===== src/rtl/fpsqrt_pkg.sv =====
// ----------------------------------------------------------------------------
// fpsqrt_pkg
// Shared widths, types and constants of the fixed-point square root block.
// ----------------------------------------------------------------------------
`default_nettype none

package fpsqrt_pkg;

    // Input item width and fixed-point format limits.
    localparam int DATA_WIDTH = 32;
    localparam int FRAC_W     = 5;
    localparam int FRAC_MAX   = 30;
    localparam int FRAC_RESET = 16;

    // Result and search widths.
    localparam int ROOT_W   = DATA_WIDTH - 1;    // candidate roots and result
    localparam int BOUND_W  = DATA_WIDTH;        // lower and upper search bounds
    localparam int SQ_W     = 2 * ROOT_W;        // square of a candidate
    localparam int SCALED_W = SQ_W + 1;          // input scaled by the fraction bits
    localparam int TDATA_IN_W  = ((DATA_WIDTH + 7) / 8) * 8;
    localparam int TDATA_OUT_W = ((ROOT_W + 7) / 8) * 8;

    typedef logic [FRAC_W-1:0]   t_frac;
    typedef logic [ROOT_W-1:0]   t_root;
    typedef logic [BOUND_W-1:0]  t_bound;
    typedef logic [SQ_W-1:0]     t_square;
    typedef logic [SCALED_W-1:0] t_scaled;

endpackage : fpsqrt_pkg

`default_nettype wire


===== src/rtl/fpsqrt_sqr.sv =====
// ----------------------------------------------------------------------------
// fpsqrt_sqr
// Registered squarer shared by every step of the root search.
// ----------------------------------------------------------------------------
`default_nettype none

module fpsqrt_sqr (
    input  wire                      i_clk,
    input  wire fpsqrt_pkg::t_root   i_cand,
    output fpsqrt_pkg::t_square      o_square
);
    import fpsqrt_pkg::*;

    t_square r_square;

    // One full-width product per cycle, registered before the compare.
    always_ff @(posedge i_clk) begin
        r_square <= SQ_W'(i_cand) * SQ_W'(i_cand);
    end

    assign o_square = r_square;

endmodule : fpsqrt_sqr

`default_nettype wire


===== src/rtl/fixed_point_sqrt_bsearch_top.sv =====
// ----------------------------------------------------------------------------
// fixed_point_sqrt_bsearch_top
// Fixed-point square root found by binary search over candidate roots.
// ----------------------------------------------------------------------------
// Usage:
//   An item on the s_axis channel is one signed fixed-point value; the
//   m_axis channel returns one item per input, the root in the same format.
//   The number of fraction bits is written through i_cfg_we / i_cfg_wdata;
//   the user must write it only while the block is idle, as the block does
//   not enforce this. Values above thirty act as thirty. Each search step
//   passes through the registered squarer (ST_SQ), then compares the square
//   against the scaled input and moves a bound (ST_CMP). The search over
//   [0, max(x, 1.0)] needs at most 32 steps; a zero or negative input skips
//   the search. The squarer loop sets the rate: one item at a time.
//   s_axis_tready is high only while no search runs. A finished result sits
//   in an output register, so the next item is taken while it waits; if the
//   receiver still stalls when the next search ends, that search holds its
//   result until the register frees up.
//   Reset empties the output register, returns to idle and sets the fraction
//   bits to sixteen.
// ----------------------------------------------------------------------------
`default_nettype none

module fixed_point_sqrt_bsearch_top (
    input  wire                                     i_clk,
    input  wire                                     i_rst_n,
    // Configuration write: fraction bits.
    input  wire                                     i_cfg_we,
    input  wire  fpsqrt_pkg::t_frac                 i_cfg_wdata,
    // Input items.
    input  wire                                     s_axis_tvalid,
    output logic                                    s_axis_tready,
    input  wire  [fpsqrt_pkg::TDATA_IN_W-1:0]       s_axis_tdata,  // [31:0] value
    // Result items.
    output logic                                    m_axis_tvalid,
    input  wire                                     m_axis_tready,
    output logic [fpsqrt_pkg::TDATA_OUT_W-1:0]      m_axis_tdata   // [30:0] root, [31] zero
);
    import fpsqrt_pkg::*;

    localparam logic [1:0] ST_IDLE = 2'd0;
    localparam logic [1:0] ST_SQ   = 2'd1;
    localparam logic [1:0] ST_CMP  = 2'd2;
    localparam logic [1:0] ST_DONE = 2'd3;

    logic [1:0] r_state, n_state;
    t_frac      r_frac;
    t_bound     r_lo, n_lo;
    t_bound     r_hi, n_hi;
    t_root      r_cand, n_cand;
    t_root      r_best, n_best;
    t_scaled    r_xs_lo, n_xs_lo;
    t_scaled    r_xs_hi, n_xs_hi;
    t_root      r_root;
    logic       r_out_valid;

    t_square              square;
    t_frac                fb;
    logic signed [DATA_WIDTH-1:0] x_in;
    t_root                x_mag;
    t_bound               one_fx;
    t_bound               hi_init;
    logic [BOUND_W:0]     sum_up;
    logic [BOUND_W:0]     sum_dn;
    logic                 sq_below;
    logic                 sq_hit;
    logic                 out_free;

    // Shared squarer.
    fpsqrt_sqr u_sqr (
        .i_clk    (i_clk),
        .i_cand   (r_cand),
        .o_square (square)
    );

    // Configuration register.
    always_ff @(posedge i_clk) begin
        if (!i_rst_n) begin
            r_frac <= t_frac'(FRAC_RESET);
        end else if (i_cfg_we) begin
            r_frac <= i_cfg_wdata;
        end
    end

    // Effective fraction bits and the load-time bounds.
    always_comb begin
        fb      = (r_frac > t_frac'(FRAC_MAX)) ? t_frac'(FRAC_MAX) : r_frac;
        x_in    = s_axis_tdata[DATA_WIDTH-1:0];
        x_mag   = x_in[ROOT_W-1:0];
        one_fx  = t_bound'(1) << fb;
        hi_init = (BOUND_W'(x_mag) > one_fx) ? BOUND_W'(x_mag) : one_fx;
    end

    // Compare the square against [x << fb, (x + 1) << fb) and form both
    // possible next candidates in parallel.
    always_comb begin
        sq_below = SCALED_W'(square) < r_xs_lo;
        sq_hit   = !sq_below && (SCALED_W'(square) < r_xs_hi);
        sum_up   = (BOUND_W+1)'(r_cand) + (BOUND_W+1)'(1) + (BOUND_W+1)'(r_hi);
        sum_dn   = (BOUND_W+1)'(r_lo) + (BOUND_W+1)'(r_cand) - (BOUND_W+1)'(1);
        out_free = !r_out_valid || m_axis_tready;
    end

    // Search sequencer.
    always_comb begin
        n_state = r_state;
        n_lo    = r_lo;
        n_hi    = r_hi;
        n_cand  = r_cand;
        n_best  = r_best;
        n_xs_lo = r_xs_lo;
        n_xs_hi = r_xs_hi;
        case (r_state)
            ST_IDLE: begin
                if (s_axis_tvalid) begin
                    n_best  = '0;
                    n_lo    = '0;
                    n_hi    = hi_init;
                    n_cand  = hi_init[BOUND_W-1:1];
                    n_xs_lo = SCALED_W'(x_mag) << fb;
                    n_xs_hi = (SCALED_W'(x_mag) + SCALED_W'(1)) << fb;
                    if (x_in <= 0) begin
                        n_state = ST_DONE;
                    end else begin
                        n_state = ST_SQ;
                    end
                end
            end
            ST_SQ: begin
                n_state = ST_CMP;
            end
            ST_CMP: begin
                if (sq_hit) begin
                    n_best  = r_cand;
                    n_state = ST_DONE;
                end else if (sq_below) begin
                    n_best = r_cand;
                    n_lo   = BOUND_W'(r_cand) + BOUND_W'(1);
                    n_cand = sum_up[ROOT_W:1];
                    n_state = (BOUND_W'(r_cand) >= r_hi) ? ST_DONE : ST_SQ;
                end else begin
                    n_hi   = BOUND_W'(r_cand) - BOUND_W'(1);
                    n_cand = sum_dn[ROOT_W:1];
                    n_state = (BOUND_W'(r_cand) <= r_lo) ? ST_DONE : ST_SQ;
                end
            end
            ST_DONE: begin
                if (out_free) begin
                    n_state = ST_IDLE;
                end
            end
            default: begin
                n_state = ST_IDLE;
            end
        endcase
    end

    always_ff @(posedge i_clk) begin
        if (!i_rst_n) begin
            r_state <= ST_IDLE;
        end else begin
            r_state <= n_state;
        end
    end

    always_ff @(posedge i_clk) begin
        r_lo    <= n_lo;
        r_hi    <= n_hi;
        r_cand  <= n_cand;
        r_best  <= n_best;
        r_xs_lo <= n_xs_lo;
        r_xs_hi <= n_xs_hi;
    end

    // Output register: loaded when a search ends and the slot is free.
    always_ff @(posedge i_clk) begin
        if (!i_rst_n) begin
            r_out_valid <= 1'b0;
        end else if (r_state == ST_DONE && out_free) begin
            r_out_valid <= 1'b1;
        end else if (m_axis_tready) begin
            r_out_valid <= 1'b0;
        end
    end

    always_ff @(posedge i_clk) begin
        if (r_state == ST_DONE && out_free) begin
            r_root <= r_best;
        end
    end

    assign s_axis_tready = (r_state == ST_IDLE);
    assign m_axis_tvalid = r_out_valid;
    assign m_axis_tdata  = TDATA_OUT_W'(r_root);

endmodule : fixed_point_sqrt_bsearch_top

`default_nettype wire


===== config.mk =====
export PLATFORM = sky130hd
export DESIGN_NAME = fixed_point_sqrt_bsearch_top
export DESIGN_NICKNAME = d
export VERILOG_FILES = /design/src/rtl/fpsqrt_pkg.sv /design/src/rtl/fpsqrt_sqr.sv /design/src/rtl/fixed_point_sqrt_bsearch_top.sv
export SDC_FILE = /design/constraint.sdc
export NUM_CORES = 2
export LEC_CHECK = 0
export ABC_AREA = 0
export BUFFER_PORTS_ARGS = -buffer_cell sky130_fd_sc_hd__buf_2
export CAP_MARGIN = 10
export CORE_ASPECT_RATIO = 1.2
export CORE_UTILIZATION = 35
export CTS_CLUSTER_DIAMETER = 60
export DETAILED_ROUTE_END_ITERATION = 10
export PLACE_DENSITY = 0.49
export SLEW_MARGIN = 20
export SYNTH_ARGS = -nofsm -noshare
export SYNTH_HDL_FRONTEND = slang
export SYNTH_HIERARCHICAL = 1
export SYNTH_SLANG_ARGS = --single-unit

===== constraint.sdc =====
create_clock -name i_clk -period 17.38 [get_ports i_clk]
set_clock_uncertainty 0.1 [all_clocks]
set_input_delay 3.476 -clock i_clk [delete_from_list [all_inputs] [get_ports i_clk]]
set_output_delay 3.476 -clock i_clk [all_outputs]
set_load 0.1 [all_outputs]

---- Word-level counts from Yosys, hierarchy flattened ----
Cells that the tools add are included.
storage, ports and cells
  flip-flop bits (word level) ............. 353
  bits of input ports ..................... 42
  logic and storage cells ................. 80
cells by class
  $add $sub $neg .......................... 7
  $mul .................................... 1
  $lt $le $gt $ge ......................... 7
  equal/unequal tests ..................... 9
  shift-type cells ........................ 3
  muxes and demuxes ....................... 28
  reduce and logical (&&, ||, !) cells .... 14
operators by type and width
  kind                     count
  $mux W32                 7
  $mux W31                 6
  $pmux W32 S2             2
  $lt A62 B63 Y1           2
  $pmux W31 S2             2
  $add A31 B1 Y32 const B  3
  $shl A31 B5 Y63          1
  $shl A32 B5 Y63          1
  $mul A31 B31 Y62         1
  $add A32 B31 Y32         1
  $add A32 B32 Y32         1
  $ge A31 B32 Y1           1
  $gt A31 B32 Y1           1
  $le A31 B32 Y1           1
  $le A32 B1 Y1 const B    1
  $shl A1 B5 Y32 const A   1
  $sub A31 B1 Y32 const B  1
  $sub A32 B1 Y32 const B  1
  $mux W2                  7
  $ne A2 B2 Y1 const B     5
  $pmux W2 S4              1
  $reduce_and A4 Y1        2
  $reduce_and A3 Y1        2
  $gt A5 B5 Y1 const B     1
  11 further kinds         17

---- Longest topological paths before layout ----
  depth after elaboration ................. 7
  gate-level depth with buffers ........... 31
  depth with buffers taken out ............ 29

---- Cells and area by module ----
The synthesis kept the hierarchy.
by module, submodules not included
  module                        times used  cells an instance  area each (um2)  seq. area each (um2)
  fpsqrt_sqr                    1           3033               28626.2          1221.2
  fixed_point_sqrt_bsearch_top  1           2940               25628.3          8628.3

---- Worst setup path before layout ----
Ideal clock, no wire load.
  path kind ............................... register to register
  start ................................... register r_cand[7]
  end ..................................... register u_sqr.r_square[53], in the netlist u_sqr/o_square[53]
  library setup time ...................... 128 ps
  arrival time ............................ 7359 ps
  data required time ...................... 17152 ps
  path slack .............................. 9794 ps
  stages on the path, launching flop included .. 26
  cells stage by stage .................... edfxtp_1 > clkbuf_1 > clkbuf_1 > nand2_1 > inv_1 > fa_1 > fa_1 > inv_1 > fa_1 > fa_1 > inv_1 > fa_1 > fa_1 > fa_1 > fa_1 > ha_1 > and2_1 > nand2_1 > nand2_1 > a221o_1 > a21oi_1 > o41ai_4 > a221o_2 > a31oi_4 > o21ai_2 > xor2_1
on the way
  longest elaborated chain between the ends .. 1
RTL lines
  element                 RTL line                             source
  start, declared         fixed_point_sqrt_bsearch_top.sv:50   t_root r_cand, n_cand;
  start signal, assigned  fixed_point_sqrt_bsearch_top.sv:169  r_cand <= n_cand;
  $mul A31 B31 Y62        fpsqrt_sqr.sv:18                     r_square <= SQ_W'(i_cand) * SQ_W'(i_cand);
  end signal, assigned    fpsqrt_sqr.sv:18
  end, declared           fpsqrt_sqr.sv:14                     t_square r_square;
Every way passes these cells.
A chain may end at the register's enable or synchronous reset.

---- Worst setup path after layout ----
  start ................................... register r_cand[14]
  end ..................................... register u_sqr.r_square[57], in the netlist u_sqr/o_square[57]
The elaborated chain is that of the path after synthesis.

==> results.ini <==
[status]
status=finished clean

[die]
coreArea_um2=153000
boundaryPins=76
fp.dieH_um=433
initial_utilization_pct=35.4
rows=157
die-area_um2=157000
dieWidth_um=361

[setup_path]
arrival_ps=9390
crit_fanout=36
worstSetupEndpointType=register
critPathLaunchType=register
crit_type=reg -> reg
cp_data_required_time_ps=17770

[clock_network]
cts_resized=0
post_cts_buffers=0
cts_sinks=351
cts_buffers=40
cts_tree=yes
h-tree-depth=2
clock-root-buffer=clkbuf_16
clkTransAtPathRegs_ps=70
clockBufferDepth=3
clock_latency_ps=590
ctsHoldBuffers=0

[global_routing]
grt_max_degree=85
grt_pass1_vias=43600
grt_pass1_wl_um=269000
grt-ovfl-total=0
track_usage_pct=22.7
antenna_found_initial=5

[timing]
hold_viol=0
finalSetupViolCount=0
worst_slew_pin_slew_ps=1020
max_slew_margin_pct=30.3
tns_ps=0
period_needed_ps=9000
rsz0062_at_grt=false
max_freq_mhz=111
finalCritPeriodShare_pct=51.8
layout_setup_ws_ps=8380
final_max_slew_viol_count=0

[finish]
layout_commonest_cell=inv_1
nNetsFinal=7290
area.growth.synth_to_final_pct=7.14
layout_common_cells=inv_1, fa_1, ha_1, nand2_1, nor2_1
drive_gt1_share_pct=5.16
utilization_pct=37.9

[yosys]
synth_cell_types=95
yosysSeqAreaShare_pct=18.2
avgSynthCellArea_um2=9.08
ys.flop_type=edfxtp_1
ys_ff_latch=351
synth_top_area_share_pct=27.7
synth_edf_count=282
synth_top_cells_by_area=fa_1, edfxtp_1, ha_1, inv_1, nand2_1
synth_top_cell_by_area=fa_1
synth_area_um2=54300
syn_inst=5973
async_reset_ff_share_pct=0
yosysWarnings=6

[routing]
vias=41300
drcViolationCount=0
wl_um=176000
drtIter0Drc=2659
wl_met2_um=90600
met3_length_um=6520
top_layer_used=met4
wire_per_inst_um=22.2
drt_pass1_iterations=6
viasPerCell=5.20
ant_nets=0
wl_met1_um=71200

[place]
port_buffers=74
hpwl_um=140000
dp_slack_ps=8410
gp_congestion=0.916

[run]
maxCapViolCount=0

[hold_path]
hp-class=reg -> reg

[routing by layer]
layer / vias up / GRT usage [%]
met2: 1026 / 41.2
met1: 20700 / 27.7
met3: 306 / 1.57
met5: - / 0
met4: 0 / 9.61
li1: 19200 / -
[sequential cells by signal, indices dropped and copies added, names as in the netlist]
name	flops
r_xs_hi	63
r_xs_lo	62
u_sqr/o_square	61
r_hi	32
r_lo	32
r_best	31
r_cand	31
r_root	31
r_frac	5
r_state	2
m_axis_tvalid	1
[logic make-up after synthesis]
| family | Yosys count | share of synthesized area (%) |
|---|---|---|
| compound gates | 919 | 10.8 |
| xor+xnor | 193 | 3.12 |
| fa+ha+maj | 1331 | 41.1 |
| buf+inv | 1502 | 10.4 |
| flops | 351 | 18.2 |
| mux | 159 | 3.05 |
| other cells | 2 | 0.0138 |
| simple gates | 1516 | 13.4 |
[final timing paths]
kind / end / start / slack (ps) / depth (start not counted)
setup / recovery: u_sqr/o_square[57] / r_cand[14] / 8380 / 22
hold / removal: r_root[23] / r_best[23] / 320 / 0
setup reg to reg: u_sqr/o_square[57] / r_cand[14] / 8380 / 22
hold reg to reg: r_root[23] / r_best[23] / 320 / 0
[through the flow]
stage / hold WS (ps) / area, um2 / std cells
after global placement: 307 / 56800 / 7861
after detailed placement: 305 / 56800 / 7861
after CTS: 320 / 58100 / 7935
after global routing: 332 / 58100 / 7936
after floorplan: 300 / 54300 / 5975
final: 318 / 58100 / 7939
[area by class of cell]
cell class,instances,area (um2)
fillers,15800,95100
flip-flops and latches,351,9850
clock inverters,18,183
well taps,1987,2490
repair buffers,152,963
multi-input cells,4122,38800
clock buffers,56,1120
diodes,3,7.51
inverters,1250,4690
[critical path: stages (launching register included)]
cell and delay, ps:
edfxtp_1 330, buf_4 540, inv_1 450, nor2_1 340, fa_1 470, fa_1 510
fa_1 530, inv_1 50, fa_1 480, inv_1 50, fa_1 490, fa_1 580
fa_1 450, fa_1 460, ha_1 370, a21oi_1 380, nand2_1 140, o21ai_0 790
o41ai_4 180, a221o_2 480, a31oi_4 270, o21ai_2 130, a211oi_2 210
[synth_stat cells (8+ instances only)]
library cell	number
inv_1	1244
o21a_1	14
mux2i_1	135
a211oi_1	30
a211o_1	15
mux2_2	21
clkbuf_1	216
a221oi_1	13
xor2_1	52
nand2_1	478
a31oi_1	26
nand2b_1	28
nor4_1	30
and4_1	15
nor2_1	402
nand3_1	81
a311oi_1	10
nand4_1	63
o21ai_0	151
buf_1	27
or3_1	19
o211ai_1	13
ha_1	581
a22oi_1	15
dfxtp_1	69
a21oi_1	344
and3_1	36
o22ai_1	27
o21bai_1	37
o41ai_1	8
edfxtp_1	282
a31o_2	10
a21o_1	94
fa_1	750
o221ai_1	10
a21boi_0	9
and2_1	221
nor3_1	62
xnor2_1	141
or2_2	15
o31ai_1	14
nor2b_1	31
Power is left out: the tool's default activity adds up to more than one toggle a clock period on the data nets, which glitch-free logic cannot reach.
